`src/hdl/gmwm_pkg.sv`:
```
package gmwm_pkg;

    localparam int GRID_SIDE_DEF = 16;
    localparam int SENSOR_W      = 12;
    localparam int CFG_W         = 12;
    localparam int CFG_IDX_W     = 2;
    localparam int CMD_W         = 3;
    localparam int QRY_W         = 4;
    localparam int POS_W         = 4;

    localparam logic [CFG_W-1:0] LEFT_THR_RST  = 12'd2048;
    localparam logic [CFG_W-1:0] RIGHT_THR_RST = 12'd2048;
    localparam logic [CFG_W-1:0] MARGIN_RST    = 12'd10;

    typedef enum logic [CMD_W-1:0] {
        CMD_FWD         = 3'd0,
        CMD_TURN_L      = 3'd1,
        CMD_TURN_R      = 3'd2,
        CMD_SENSE_SIDES = 3'd3,
        CMD_SENSE_FRONT = 3'd4,
        CMD_READ        = 3'd5
    } t_cmd;

    // heading code doubles as the wall bit index in a cell word
    typedef enum logic [1:0] {
        HD_N = 2'd0,
        HD_S = 2'd1,
        HD_E = 2'd2,
        HD_W = 2'd3
    } t_heading;

    typedef enum logic [CFG_IDX_W-1:0] {
        CFG_LEFT_THR  = 2'd0,
        CFG_RIGHT_THR = 2'd1,
        CFG_MARGIN    = 2'd2
    } t_cfg_idx;

    typedef struct packed {
        logic             visited;
        logic [3:0]       walls;
    } t_cell;

    localparam int CELL_W = $bits(t_cell);

    typedef struct packed {
        logic [CFG_W-1:0] left_thr;
        logic [CFG_W-1:0] right_thr;
        logic [CFG_W-1:0] margin;
    } t_cfg;

    typedef struct packed {
        logic [CMD_W-1:0]    cmd;
        logic [SENSOR_W-1:0] left_reading;
        logic [SENSOR_W-1:0] right_reading;
        logic [SENSOR_W-1:0] front_reading;
        logic [QRY_W-1:0]    query_x;
        logic [QRY_W-1:0]    query_y;
    } t_cmd_beat;

endpackage

```
`src/hdl/gmwm_if.sv`:
```
interface gmwm_cmd_if;
    logic                          valid;
    logic                          ready;
    logic [gmwm_pkg::CMD_W-1:0]    cmd;
    logic [gmwm_pkg::SENSOR_W-1:0] left_reading;
    logic [gmwm_pkg::SENSOR_W-1:0] right_reading;
    logic [gmwm_pkg::SENSOR_W-1:0] front_reading;
    logic [gmwm_pkg::QRY_W-1:0]    query_x;
    logic [gmwm_pkg::QRY_W-1:0]    query_y;

    modport source (
        output valid, cmd, left_reading, right_reading, front_reading, query_x, query_y,
        input  ready
    );
    modport sink (
        input  valid, cmd, left_reading, right_reading, front_reading, query_x, query_y,
        output ready
    );
endinterface

interface gmwm_res_if;
    logic                       valid;
    logic                       ready;
    logic [gmwm_pkg::POS_W-1:0] pos_x;
    logic [gmwm_pkg::POS_W-1:0] pos_y;
    logic [1:0]                 heading;
    logic                       wall_north;
    logic                       wall_south;
    logic                       wall_east;
    logic                       wall_west;
    logic                       cell_visited;

    modport source (
        output valid, pos_x, pos_y, heading, wall_north, wall_south, wall_east, wall_west,
               cell_visited,
        input  ready
    );
    modport sink (
        input  valid, pos_x, pos_y, heading, wall_north, wall_south, wall_east, wall_west,
               cell_visited,
        output ready
    );
endinterface

```
`src/hdl/gmwm_cfg_regs.sv`:
```
module gmwm_cfg_regs (
    input  logic                           i_clk,
    input  logic                           i_rst_n,
    input  logic                           i_cfg_we,
    input  logic [gmwm_pkg::CFG_IDX_W-1:0] i_cfg_idx,
    input  logic [gmwm_pkg::CFG_W-1:0]     i_cfg_wdata,
    output gmwm_pkg::t_cfg                 o_cfg
);

    gmwm_pkg::t_cfg r_cfg;

    always_ff @(posedge i_clk) begin
        if (!i_rst_n) begin
            r_cfg.left_thr  <= gmwm_pkg::LEFT_THR_RST;
            r_cfg.right_thr <= gmwm_pkg::RIGHT_THR_RST;
            r_cfg.margin    <= gmwm_pkg::MARGIN_RST;
        end else if (i_cfg_we) begin
            case (gmwm_pkg::t_cfg_idx'(i_cfg_idx))
                gmwm_pkg::CFG_LEFT_THR:  r_cfg.left_thr  <= i_cfg_wdata;
                gmwm_pkg::CFG_RIGHT_THR: r_cfg.right_thr <= i_cfg_wdata;
                gmwm_pkg::CFG_MARGIN:    r_cfg.margin    <= i_cfg_wdata;
                default: ;
            endcase
        end
    end

    assign o_cfg = r_cfg;

endmodule

```
`src/hdl/gmwm_map_ram.sv`:
```
module gmwm_map_ram #(
    parameter int DEPTH = gmwm_pkg::GRID_SIDE_DEF * gmwm_pkg::GRID_SIDE_DEF,
    parameter int AW    = $clog2(DEPTH)
) (
    input  logic            i_clk,
    input  logic            i_rst_n,
    input  logic            i_rd_en,
    input  logic [AW-1:0]   i_raddr,
    input  logic            i_we,
    input  logic [AW-1:0]   i_waddr,
    input  gmwm_pkg::t_cell i_wmask,
    input  gmwm_pkg::t_cell i_wdata,
    output gmwm_pkg::t_cell o_rdata
);

    gmwm_pkg::t_cell r_mem [DEPTH];
    logic [DEPTH-1:0] r_vld;
    gmwm_pkg::t_cell  r_q;
    logic             r_qv;
    gmwm_pkg::t_cell  eff_mask;
    gmwm_pkg::t_cell  eff_data;

    // an entry never written reads as zero, so its first write lays down the whole word
    assign eff_mask = r_vld[i_waddr] ? i_wmask : '1;
    assign eff_data = i_wdata & i_wmask;

    always_ff @(posedge i_clk) begin
        if (i_we) begin
            for (int b = 0; b < gmwm_pkg::CELL_W; b++) begin
                if (eff_mask[b]) begin
                    r_mem[i_waddr][b] <= eff_data[b];
                end
            end
        end
        if (i_rd_en) begin
            r_q <= r_mem[i_raddr];
        end
    end

    always_ff @(posedge i_clk) begin
        if (!i_rst_n) begin
            r_vld <= '0;
            r_qv  <= 1'b0;
        end else begin
            if (i_we) begin
                r_vld[i_waddr] <= 1'b1;
            end
            if (i_rd_en) begin
                r_qv <= r_vld[i_raddr];
            end
        end
    end

    assign o_rdata = r_qv ? r_q : '0;

endmodule

```
`src/hdl/gmwm_nav.sv`:
```
module gmwm_nav #(
    parameter int GRID_SIDE = gmwm_pkg::GRID_SIDE_DEF,
    parameter int CW        = $clog2(GRID_SIDE),
    parameter int AW        = $clog2(GRID_SIDE * GRID_SIDE)
) (
    input  logic                i_clk,
    input  logic                i_rst_n,
    input  logic                i_en,
    input  gmwm_pkg::t_cmd_beat i_beat,
    input  gmwm_pkg::t_cfg      i_cfg,
    output logic                o_we,
    output logic [AW-1:0]       o_waddr,
    output gmwm_pkg::t_cell     o_wmask,
    output gmwm_pkg::t_cell     o_wdata,
    output logic [AW-1:0]       o_raddr,
    output logic                o_in_grid,
    output logic [CW-1:0]       o_pos_x,
    output logic [CW-1:0]       o_pos_y,
    output gmwm_pkg::t_heading  o_heading
);

    localparam int QW = (CW > gmwm_pkg::QRY_W) ? CW + 1 : gmwm_pkg::QRY_W + 1;
    localparam logic [CW-1:0] EDGE = CW'(GRID_SIDE - 1);

    logic [CW-1:0]      r_x, r_y;
    gmwm_pkg::t_heading r_hd;
    logic [CW-1:0]      n_x, n_y;
    gmwm_pkg::t_heading n_hd;
    logic               wr;
    logic               left_seen, right_seen, front_seen;

    function automatic logic [AW-1:0] cell_idx(input logic [CW-1:0] x, input logic [CW-1:0] y);
        return AW'(AW'(y) * AW'(GRID_SIDE) + AW'(x));
    endfunction

    function automatic gmwm_pkg::t_heading left_of(input gmwm_pkg::t_heading h);
        case (h)
            gmwm_pkg::HD_N: return gmwm_pkg::HD_W;
            gmwm_pkg::HD_S: return gmwm_pkg::HD_E;
            gmwm_pkg::HD_E: return gmwm_pkg::HD_N;
            default:        return gmwm_pkg::HD_S;
        endcase
    endfunction

    function automatic gmwm_pkg::t_heading right_of(input gmwm_pkg::t_heading h);
        case (h)
            gmwm_pkg::HD_N: return gmwm_pkg::HD_E;
            gmwm_pkg::HD_S: return gmwm_pkg::HD_W;
            gmwm_pkg::HD_E: return gmwm_pkg::HD_S;
            default:        return gmwm_pkg::HD_N;
        endcase
    endfunction

    // reading > threshold - margin, rearranged to stay unsigned
    function automatic logic seen(input logic [gmwm_pkg::SENSOR_W-1:0] rd,
                                  input logic [gmwm_pkg::CFG_W-1:0] thr,
                                  input logic [gmwm_pkg::CFG_W-1:0] mrg);
        return ({1'b0, rd} + {1'b0, mrg}) > {1'b0, thr};
    endfunction

    assign left_seen  = seen(i_beat.left_reading, i_cfg.left_thr, i_cfg.margin);
    assign right_seen = seen(i_beat.right_reading, i_cfg.right_thr, i_cfg.margin);
    assign front_seen = seen(i_beat.front_reading, i_cfg.right_thr, i_cfg.margin);

    always_comb begin
        n_x       = r_x;
        n_y       = r_y;
        n_hd      = r_hd;
        wr        = 1'b0;
        o_wmask   = '0;
        o_wdata   = '0;
        o_in_grid = 1'b1;
        case (gmwm_pkg::t_cmd'(i_beat.cmd))
            gmwm_pkg::CMD_FWD: begin
                wr              = 1'b1;
                o_wmask.visited = 1'b1;
                o_wdata.visited = 1'b1;
                case (r_hd)
                    gmwm_pkg::HD_N: if (r_y != '0)   n_y = r_y - CW'(1);
                    gmwm_pkg::HD_S: if (r_y != EDGE) n_y = r_y + CW'(1);
                    gmwm_pkg::HD_E: if (r_x != EDGE) n_x = r_x + CW'(1);
                    default:        if (r_x != '0)   n_x = r_x - CW'(1);
                endcase
            end
            gmwm_pkg::CMD_TURN_L: n_hd = left_of(r_hd);
            gmwm_pkg::CMD_TURN_R: n_hd = right_of(r_hd);
            gmwm_pkg::CMD_SENSE_SIDES: begin
                wr                         = 1'b1;
                o_wmask.walls[left_of(r_hd)]  = 1'b1;
                o_wdata.walls[left_of(r_hd)]  = left_seen;
                o_wmask.walls[right_of(r_hd)] = 1'b1;
                o_wdata.walls[right_of(r_hd)] = right_seen;
            end
            gmwm_pkg::CMD_SENSE_FRONT: begin
                wr                  = 1'b1;
                o_wmask.walls[r_hd] = 1'b1;
                o_wdata.walls[r_hd] = front_seen;
            end
            gmwm_pkg::CMD_READ: begin
                o_in_grid = (QW'(i_beat.query_x) < QW'(GRID_SIDE))
                         && (QW'(i_beat.query_y) < QW'(GRID_SIDE));
            end
            default: ;
        endcase
    end

    assign o_we    = i_en & wr;
    assign o_waddr = cell_idx(r_x, r_y);
    assign o_raddr = (gmwm_pkg::t_cmd'(i_beat.cmd) == gmwm_pkg::CMD_READ)
                   ? cell_idx(CW'(i_beat.query_x), CW'(i_beat.query_y))
                   : cell_idx(n_x, n_y);

    always_ff @(posedge i_clk) begin
        if (!i_rst_n) begin
            r_x  <= '0;
            r_y  <= EDGE;
            r_hd <= gmwm_pkg::HD_N;
        end else if (i_en) begin
            r_x  <= n_x;
            r_y  <= n_y;
            r_hd <= n_hd;
        end
    end

    assign o_pos_x   = n_x;
    assign o_pos_y   = n_y;
    assign o_heading = n_hd;

endmodule

```
`src/hdl/grid_maze_wall_mapper.sv`:
```
// Dead-reckoning wall map for a robot on a square grid. Each command beat on i_cmd
// (forward, turn left, turn right, sense sides, sense front, read cell) yields exactly
// one result beat on o_res: the position and heading after the command, plus the four
// absolute wall bits and the visited mark of the current cell, or of the queried cell
// for read cell (zero when the query lies outside the grid). One beat is taken every
// clock while the sink keeps taking results; a command passes the input register that
// takes the beat, then the map access, then the output register, and the rate is set
// by the single read and single write port of the map memory, the read port used once
// and the write port at most once per command. The map is cleared at
// reset by a per-cell valid bit, so there is no clearing pass and commands are taken
// from the first cycle after reset. Thresholds and margin are written through the
// i_cfg_* port (0 left threshold, 1 right threshold, 2 margin) while no command is
// in flight; the front sensor is compared against the right threshold.
module grid_maze_wall_mapper #(
    parameter int GRID_SIDE = gmwm_pkg::GRID_SIDE_DEF
) (
    input  logic                           i_clk,
    input  logic                           i_rst_n,
    input  logic                           i_cfg_we,
    input  logic [gmwm_pkg::CFG_IDX_W-1:0] i_cfg_idx,
    input  logic [gmwm_pkg::CFG_W-1:0]     i_cfg_wdata,
    gmwm_cmd_if.sink                       i_cmd,
    gmwm_res_if.source                     o_res
);

    localparam int CW    = $clog2(GRID_SIDE);
    localparam int DEPTH = GRID_SIDE * GRID_SIDE;
    localparam int AW    = $clog2(DEPTH);

    gmwm_pkg::t_cfg      cfg;

    // stage 1: registered command beat
    logic                r_s1_valid;
    gmwm_pkg::t_cmd_beat r_s1;

    // stage 2: state after the command, map read in flight, pending write for bypass
    logic                r_s2_valid;
    logic [CW-1:0]       r_s2_x, r_s2_y;
    gmwm_pkg::t_heading  r_s2_hd;
    logic                r_s2_in_grid;
    gmwm_pkg::t_cell     r_s2_fmask, r_s2_fdata;

    // stage 3: result register
    logic                r_o_valid;
    logic [gmwm_pkg::POS_W-1:0] r_o_x, r_o_y;
    gmwm_pkg::t_heading  r_o_hd;
    gmwm_pkg::t_cell     r_o_cell;

    logic                s1_ready, s2_ready, o_free;
    logic                adv2, adv3;

    logic                we, in_grid;
    logic [AW-1:0]       waddr, raddr;
    gmwm_pkg::t_cell     wmask, wdata, rdata, map_word;
    logic [CW-1:0]       nx, ny;
    gmwm_pkg::t_heading  nhd;

    // each stage loads when it is empty or its occupant moves on this cycle
    assign o_free   = !r_o_valid || o_res.ready;
    assign s2_ready = !r_s2_valid || o_free;
    assign s1_ready = !r_s1_valid || s2_ready;
    assign adv2     = r_s1_valid && s2_ready;
    assign adv3     = r_s2_valid && o_free;

    assign i_cmd.ready = s1_ready;

    gmwm_cfg_regs u_cfg (
        .i_clk       (i_clk),
        .i_rst_n     (i_rst_n),
        .i_cfg_we    (i_cfg_we),
        .i_cfg_idx   (i_cfg_idx),
        .i_cfg_wdata (i_cfg_wdata),
        .o_cfg       (cfg)
    );

    gmwm_nav #(
        .GRID_SIDE (GRID_SIDE),
        .CW        (CW),
        .AW        (AW)
    ) u_nav (
        .i_clk     (i_clk),
        .i_rst_n   (i_rst_n),
        .i_en      (adv2),
        .i_beat    (r_s1),
        .i_cfg     (cfg),
        .o_we      (we),
        .o_waddr   (waddr),
        .o_wmask   (wmask),
        .o_wdata   (wdata),
        .o_raddr   (raddr),
        .o_in_grid (in_grid),
        .o_pos_x   (nx),
        .o_pos_y   (ny),
        .o_heading (nhd)
    );

    gmwm_map_ram #(
        .DEPTH (DEPTH),
        .AW    (AW)
    ) u_map (
        .i_clk   (i_clk),
        .i_rst_n (i_rst_n),
        .i_rd_en (adv2),
        .i_raddr (raddr),
        .i_we    (we),
        .i_waddr (waddr),
        .i_wmask (wmask),
        .i_wdata (wdata),
        .o_rdata (rdata)
    );

    // stage 1: take a beat
    always_ff @(posedge i_clk) begin
        if (!i_rst_n) begin
            r_s1_valid <= 1'b0;
        end else if (s1_ready) begin
            r_s1_valid <= i_cmd.valid;
        end
    end

    always_ff @(posedge i_clk) begin
        if (s1_ready && i_cmd.valid) begin
            r_s1.cmd           <= i_cmd.cmd;
            r_s1.left_reading  <= i_cmd.left_reading;
            r_s1.right_reading <= i_cmd.right_reading;
            r_s1.front_reading <= i_cmd.front_reading;
            r_s1.query_x       <= i_cmd.query_x;
            r_s1.query_y       <= i_cmd.query_y;
        end
    end

    // stage 2: the memory read sees the array before this command's write,
    // so keep the write alongside and merge it when both hit the same cell
    always_ff @(posedge i_clk) begin
        if (!i_rst_n) begin
            r_s2_valid <= 1'b0;
        end else if (s2_ready) begin
            r_s2_valid <= r_s1_valid;
        end
    end

    always_ff @(posedge i_clk) begin
        if (adv2) begin
            r_s2_x       <= nx;
            r_s2_y       <= ny;
            r_s2_hd      <= nhd;
            r_s2_in_grid <= in_grid;
            r_s2_fmask   <= (we && (waddr == raddr)) ? wmask : '0;
            r_s2_fdata   <= wdata;
        end
    end

    always_comb begin
        map_word = (rdata & ~r_s2_fmask) | (r_s2_fdata & r_s2_fmask);
        if (!r_s2_in_grid) begin
            map_word = '0;
        end
    end

    // stage 3: hold the result until the sink takes the beat
    always_ff @(posedge i_clk) begin
        if (!i_rst_n) begin
            r_o_valid <= 1'b0;
        end else if (o_free) begin
            r_o_valid <= r_s2_valid;
        end
    end

    always_ff @(posedge i_clk) begin
        if (adv3) begin
            r_o_x    <= gmwm_pkg::POS_W'(r_s2_x);
            r_o_y    <= gmwm_pkg::POS_W'(r_s2_y);
            r_o_hd   <= r_s2_hd;
            r_o_cell <= map_word;
        end
    end

    assign o_res.valid        = r_o_valid;
    assign o_res.pos_x        = r_o_x;
    assign o_res.pos_y        = r_o_y;
    assign o_res.heading      = r_o_hd;
    assign o_res.wall_north   = r_o_cell.walls[gmwm_pkg::HD_N];
    assign o_res.wall_south   = r_o_cell.walls[gmwm_pkg::HD_S];
    assign o_res.wall_east    = r_o_cell.walls[gmwm_pkg::HD_E];
    assign o_res.wall_west    = r_o_cell.walls[gmwm_pkg::HD_W];
    assign o_res.cell_visited = r_o_cell.visited;

endmodule
```
`src/flat_wrapper.sv`:
```
// flat-port wrapper written by rule: the top's interface ports become plain ports
module grid_maze_wall_mapper_flat 
#(
    parameter int GRID_SIDE = gmwm_pkg::GRID_SIDE_DEF
)
  (i_clk, i_rst_n, i_cfg_we, i_cfg_idx, i_cfg_wdata, i_cmd_valid, i_cmd_cmd, i_cmd_left_reading, i_cmd_right_reading, i_cmd_front_reading, i_cmd_query_x, i_cmd_query_y, i_cmd_ready, o_res_valid, o_res_pos_x, o_res_pos_y, o_res_heading, o_res_wall_north, o_res_wall_south, o_res_wall_east, o_res_wall_west, o_res_cell_visited, o_res_ready);
  gmwm_cmd_if i_cmd_i ();
  gmwm_res_if o_res_i ();
  input  logic i_clk;
  input  logic i_rst_n;
  input  logic i_cfg_we;
  input  logic [gmwm_pkg::CFG_IDX_W-1:0] i_cfg_idx;
  input  logic [gmwm_pkg::CFG_W-1:0] i_cfg_wdata;
  input wire logic [$bits(i_cmd_i.valid)-1:0] i_cmd_valid;
  input wire logic [$bits(i_cmd_i.cmd)-1:0] i_cmd_cmd;
  input wire logic [$bits(i_cmd_i.left_reading)-1:0] i_cmd_left_reading;
  input wire logic [$bits(i_cmd_i.right_reading)-1:0] i_cmd_right_reading;
  input wire logic [$bits(i_cmd_i.front_reading)-1:0] i_cmd_front_reading;
  input wire logic [$bits(i_cmd_i.query_x)-1:0] i_cmd_query_x;
  input wire logic [$bits(i_cmd_i.query_y)-1:0] i_cmd_query_y;
  output wire logic [$bits(i_cmd_i.ready)-1:0] i_cmd_ready;
  output wire logic [$bits(o_res_i.valid)-1:0] o_res_valid;
  output wire logic [$bits(o_res_i.pos_x)-1:0] o_res_pos_x;
  output wire logic [$bits(o_res_i.pos_y)-1:0] o_res_pos_y;
  output wire logic [$bits(o_res_i.heading)-1:0] o_res_heading;
  output wire logic [$bits(o_res_i.wall_north)-1:0] o_res_wall_north;
  output wire logic [$bits(o_res_i.wall_south)-1:0] o_res_wall_south;
  output wire logic [$bits(o_res_i.wall_east)-1:0] o_res_wall_east;
  output wire logic [$bits(o_res_i.wall_west)-1:0] o_res_wall_west;
  output wire logic [$bits(o_res_i.cell_visited)-1:0] o_res_cell_visited;
  input wire logic [$bits(o_res_i.ready)-1:0] o_res_ready;
  assign i_cmd_i.valid = i_cmd_valid;
  assign i_cmd_i.cmd = i_cmd_cmd;
  assign i_cmd_i.left_reading = i_cmd_left_reading;
  assign i_cmd_i.right_reading = i_cmd_right_reading;
  assign i_cmd_i.front_reading = i_cmd_front_reading;
  assign i_cmd_i.query_x = i_cmd_query_x;
  assign i_cmd_i.query_y = i_cmd_query_y;
  assign i_cmd_ready = i_cmd_i.ready;
  assign o_res_valid = o_res_i.valid;
  assign o_res_pos_x = o_res_i.pos_x;
  assign o_res_pos_y = o_res_i.pos_y;
  assign o_res_heading = o_res_i.heading;
  assign o_res_wall_north = o_res_i.wall_north;
  assign o_res_wall_south = o_res_i.wall_south;
  assign o_res_wall_east = o_res_i.wall_east;
  assign o_res_wall_west = o_res_i.wall_west;
  assign o_res_cell_visited = o_res_i.cell_visited;
  assign o_res_i.ready = o_res_ready;
  grid_maze_wall_mapper #(.GRID_SIDE(GRID_SIDE)) u_core (.i_clk(i_clk), .i_rst_n(i_rst_n), .i_cfg_we(i_cfg_we), .i_cfg_idx(i_cfg_idx), .i_cfg_wdata(i_cfg_wdata), .i_cmd(i_cmd_i), .o_res(o_res_i));
endmodule
```
`config.mk`:
```
export PLATFORM = sky130hd
export DESIGN_NAME = grid_maze_wall_mapper_flat
export DESIGN_NICKNAME = d
export VERILOG_FILES = /design/src/hdl/gmwm_pkg.sv /design/src/hdl/gmwm_if.sv /design/src/hdl/gmwm_cfg_regs.sv /design/src/hdl/gmwm_map_ram.sv /design/src/hdl/gmwm_nav.sv /design/src/hdl/grid_maze_wall_mapper.sv /design/src/flat_wrapper.sv
export SDC_FILE = /design/constraint.sdc
export NUM_CORES = 2
export LEC_CHECK = 0
export BUFFER_PORTS_ARGS = -buffer_cell sky130_fd_sc_hd__buf_2
export CAP_MARGIN = 20
export CORE_MARGIN = 8
export CORE_UTILIZATION = 65
export DETAILED_ROUTE_END_ITERATION = 8
export PLACE_DENSITY = 0.82
export SETUP_SLACK_MARGIN = 0.15
export SLEW_MARGIN = 20
export SYNTH_ARGS = -nofsm -noshare
export SYNTH_HDL_FRONTEND = slang
export SYNTH_SLANG_ARGS = --single-unit
```
`constraint.sdc`:
```
create_clock -name i_clk -period 18.4 [get_ports i_clk]
set_input_delay 3.68 -clock i_clk [delete_from_list [all_inputs] [get_ports i_clk]]
set_output_delay 3.68 -clock i_clk [all_outputs]
set_load 0.02 [all_outputs]
```
==> impl_results.md <==
- Status: complete, no violations
- Final setup viols: 0
- Postcts setup bufs: 0
- Ys Warns: 0
- FF-to-FF Start: u_core.u_nav.r_x[0]$_SDFFE_PN0P_
- # Max-Cap Violations: 0
- Fraction of registers with async set/reset: 0%
- Peak VDD IR: 0.105 mV
- Starting DRC count in detailed routing: 8,892
- Chip width: 362 µm
- Routed vias/inst: 6.73
- CP Capture Type: primary output
- Fmax: 122 MHz
- Post-synthesis cell type count: 74
- Post-synth EDFFs: 1,367
- Port bufs: 82
- First-pass GRT wire length: 328 mm
- Drt first pass iters: 8
- Clock transition at the registers of the reported paths: 60 ps
- RSZ-0062 raised after global routing: no
- Core Footprint: 119,000 µm²
- Final count of hold timing violations: 0
- Post-CTS Resized: 0
- DP Area: 78,200 µm²
- Post-detail-place hpwl: 118 mm
- HP Class: register to register
- Worst setup path end: i_cmd_ready
- Largest net degree at the start of global routing: 256
- Min Tclk post-route: 8220 ps
- Antenna violations before repair: 6
- Final Instance Area: 83,700 µm²
- Worst skew pair latency: 780 ps
- Mapped Cells: 7,144
- CTS tree: done
- CTS buffer count: 169
- Reg2Reg Setup Slack: 10,780 ps
- CTS max path bufs: 3
- WP data required: 14,720 ps
- Final nets: 7,048
- Syn nets: 7,302
- Number of remaining DRC errors: 0
- Overall routing resource usage: 32.0%
- Max Slew Vio Count: 0
- Share of cells above drive strength 1: 7.97%
- Setup crit start: o_res_ready
- Hold buffer count at cts: 0
- Vias in the first global route: 56,500
- Synth-to-Final Area Change: 7.66%
- Sequential area share after synthesis: 60.7%
- # IOs: 83
- # fillers: 8,047
- Pleak: 33.1 nW
- Total grt overflow: 0
- Rel. slew slack: 16.9%
- Crit path kind: primary input to primary output
- Initial Utilization: 65.1%
- Routed WL: 216 mm
- Power density over the cells: 99.3 nW/µm²
- Gpl congestion: 0.906
- # clock sinks: 1,673
- Setup TNS Final: 0 ps
- Reg-to-Reg End: u_core.u_map.r_q[3]$_DFFE_PP_
- Root buffer cell: clkbuf_16
- Vias post-DR: 58,100
- Die height: 362 µm
- FP Rows: 127
- # H-tree levels: 4
- Clock Skews: 36.6 ps
- Crit path DAT: 4540 ps
- Crit-path max FO: 6
- Post-route ant nets: 0
- CP Launch Type: primary input
- R2R depth: 15
- Syn_area_per_cell: 10.9 µm²
- Primary FF master, synth: edfxtp_1
- Post-Syn Area: 77,700 µm²
- WL/cell: 25.0 µm
- Synth Register Bits: 1,673
- Full die area: 131,000 µm²
- Worst slew pin tran: 1250 ps
- Fin crit share: 44.7%
==> layer usage <==
| metal | part of all wire [%] | GRT usage, % | vias to the layer above |
|---|---|---|---|
| li1 | - | - | 25000 |
| met1 | 35 | 40.6 | 28000 |
| met2 | 47 | 51.3 | 4228 |
| met3 | 13 | 7.23 | 842 |
| met4 | 5.9 | 17.6 | 2 |
| met5 | 0.0060 | 0 | - |
==> layout by cell type, fill, tap and decap left out, types with 26 or more instances in the layout <==
master	netlist	final
a21oi_1	253	253
buf_2	119	81
nor2b_1	222	221
ha_1	89	89
o311ai_0	28	28
nand2_1	1330	1329
edfxtp_1	1367	1367
dfxtp_1	306	302
xnor2_1	26	26
clkbuf_1	324	42
mux2i_1	268	267
a21boi_0	98	98
nand3_1	26	26
o21ai_0	76	76
a32oi_1	128	128
clkinv_1	1	27
nand4_1	290	290
mux4_2	86	86
clkinv_2	0	28
buf_4	11	87
a32o_1	129	129
inv_1	112	112
o211ai_1	34	34
nor2_1	1337	1333
o31ai_1	40	40
clkbuf_16	0	173
==> kinds of logic (layout without fill, tap and decap cells) <==
logic type / after synthesis / in the layout / synth area share, %
xor gates and xnor gates: 31 / 31 / 0.349
AOI/OAI and AO/OA: 942 / 942 / 8.83
muxes: 355 / 355 / 5.96
DFF: 1673 / 1673 / 60.7
adders and majority gates: 92 / 92 / 1.51
buffers and inverters: 718 / 602 / 4.45
other: 0 / 4 / 0
and+or+nand+nor: 3333 / 3333 / 18.2
==> Yosys cell counts (10+ instances only) <==
master / count / share of area [%]
clkbuf_1: 324 / 1.6
buf_4: 11 / 0.11
nor2b_1: 222 / 1.8
edfxtp_1: 1367 / 53
and2_1: 18 / 0.14
buf_1: 74 / 0.36
mux2i_1: 268 / 3.5
o31ai_1: 40 / 0.39
ha_1: 89 / 1.4
a32o_1: 129 / 1.7
nand3_1: 26 / 0.17
o311ai_0: 28 / 0.32
a21oi_1: 253 / 1.6
dfxtp_1: 306 / 7.9
o21ai_0: 76 / 0.49
o22ai_1: 13 / 0.10
a21boi_0: 98 / 0.95
nor2_1: 1337 / 6.5
nand2_1: 1330 / 6.4
mux4_2: 86 / 2.5
o21a_1: 15 / 0.14
buf_6: 76 / 1.1
and3_1: 39 / 0.31
o211ai_1: 34 / 0.33
a32oi_1: 128 / 1.4
o2111ai_1: 26 / 0.29
a31oi_1: 19 / 0.15
buf_2: 119 / 0.77
a221o_1: 10 / 0.13
nor3_1: 23 / 0.15
xnor2_1: 26 / 0.29
inv_1: 112 / 0.54
nand4_1: 290 / 2.3
==> worst min-delay path by stage <==
stage / start / end / slack (ps) / cells past startpoint
finish: u_core.r_s2_y[1]$_DFFE_PP_ / u_core.o_res.pos_y[1]$_DFFE_PP_ / 420 / 0
global route: u_core.r_s2_y[1]$_DFFE_PP_ / u_core.o_res.pos_y[1]$_DFFE_PP_ / 430 / 0
CTS: u_core.r_s2_y[1]$_DFFE_PP_ / u_core.o_res.pos_y[1]$_DFFE_PP_ / 420 / 0
detailed placement: u_core.r_s2_y[1]$_DFFE_PP_ / u_core.o_res.pos_y[1]$_DFFE_PP_ / 400 / 0
global placement: u_core.r_s2_x[2]$_DFFE_PP_ / u_core.o_res.pos_x[2]$_DFFE_PP_ / 400 / 0
floorplan: u_core.r_s2_hd[0]$_DFFE_PP_ / u_core.o_res.heading[0]$_DFFE_PP_ / 400 / 0
==> registers in the layout, indices dropped and copies added, names as in the netlist, 5 cells and up <==
register	flops
u_core.u_map.r_q	5
u_core.u_map.r_mem	1280
u_core.u_cfg.o_cfg	36
u_core.r_s1	47
u_core.u_map.r_vld	256
u_core.r_s2_fmask	5
u_core.r_s2_fdata	5
==> stage by stage <==
step / hold slack, ps / setup slack [ps] / instances / util (%) / total power, W
floorplan: 400 / 10540 / 7144 / - / 0.00470
global placement: 405 / 10180 / 8329 / 65.5 / 0.00494
detailed placement: 405 / 10210 / 8329 / 65.5 / 0.00496
CTS: 419 / 10220 / 8638 / 70.1 / 0.00829
global route: 427 / 10100 / 8640 / 70.1 / 0.00851
finish: 418 / 10180 / 8644 / 70.1 / 0.00832
==> report_power, final <==
group	switching, W	internal [W]	total, W
logic	0.000560	0.000228	0.000788
registers	0.0000173	0.00411	0.00413
clock network	0.00144	0.00196	0.00340
==> final cells by class <==
type / instances / area (µm²) / share of cell area (%)
timing repair buffer: 179 / 1280 / 1.54
sequential: 1673 / 47200 / 56.4
tap: 1612 / 2020 / 2.41
inverter: 114 / 435 / 0.520
multi-input combinational: 4753 / 27300 / 32.6
clock buffer: 230 / 4690 / 5.61
antenna: 4 / 10.0 / 0.0120
clock inverter: 79 / 752 / 0.898
==> critical path, cell delays in order <==
cell	delay [ps]
buf_2	100
nor2b_1	410
nand3_1	160
buf_2	190
Power figures use the tool's default switching activity.
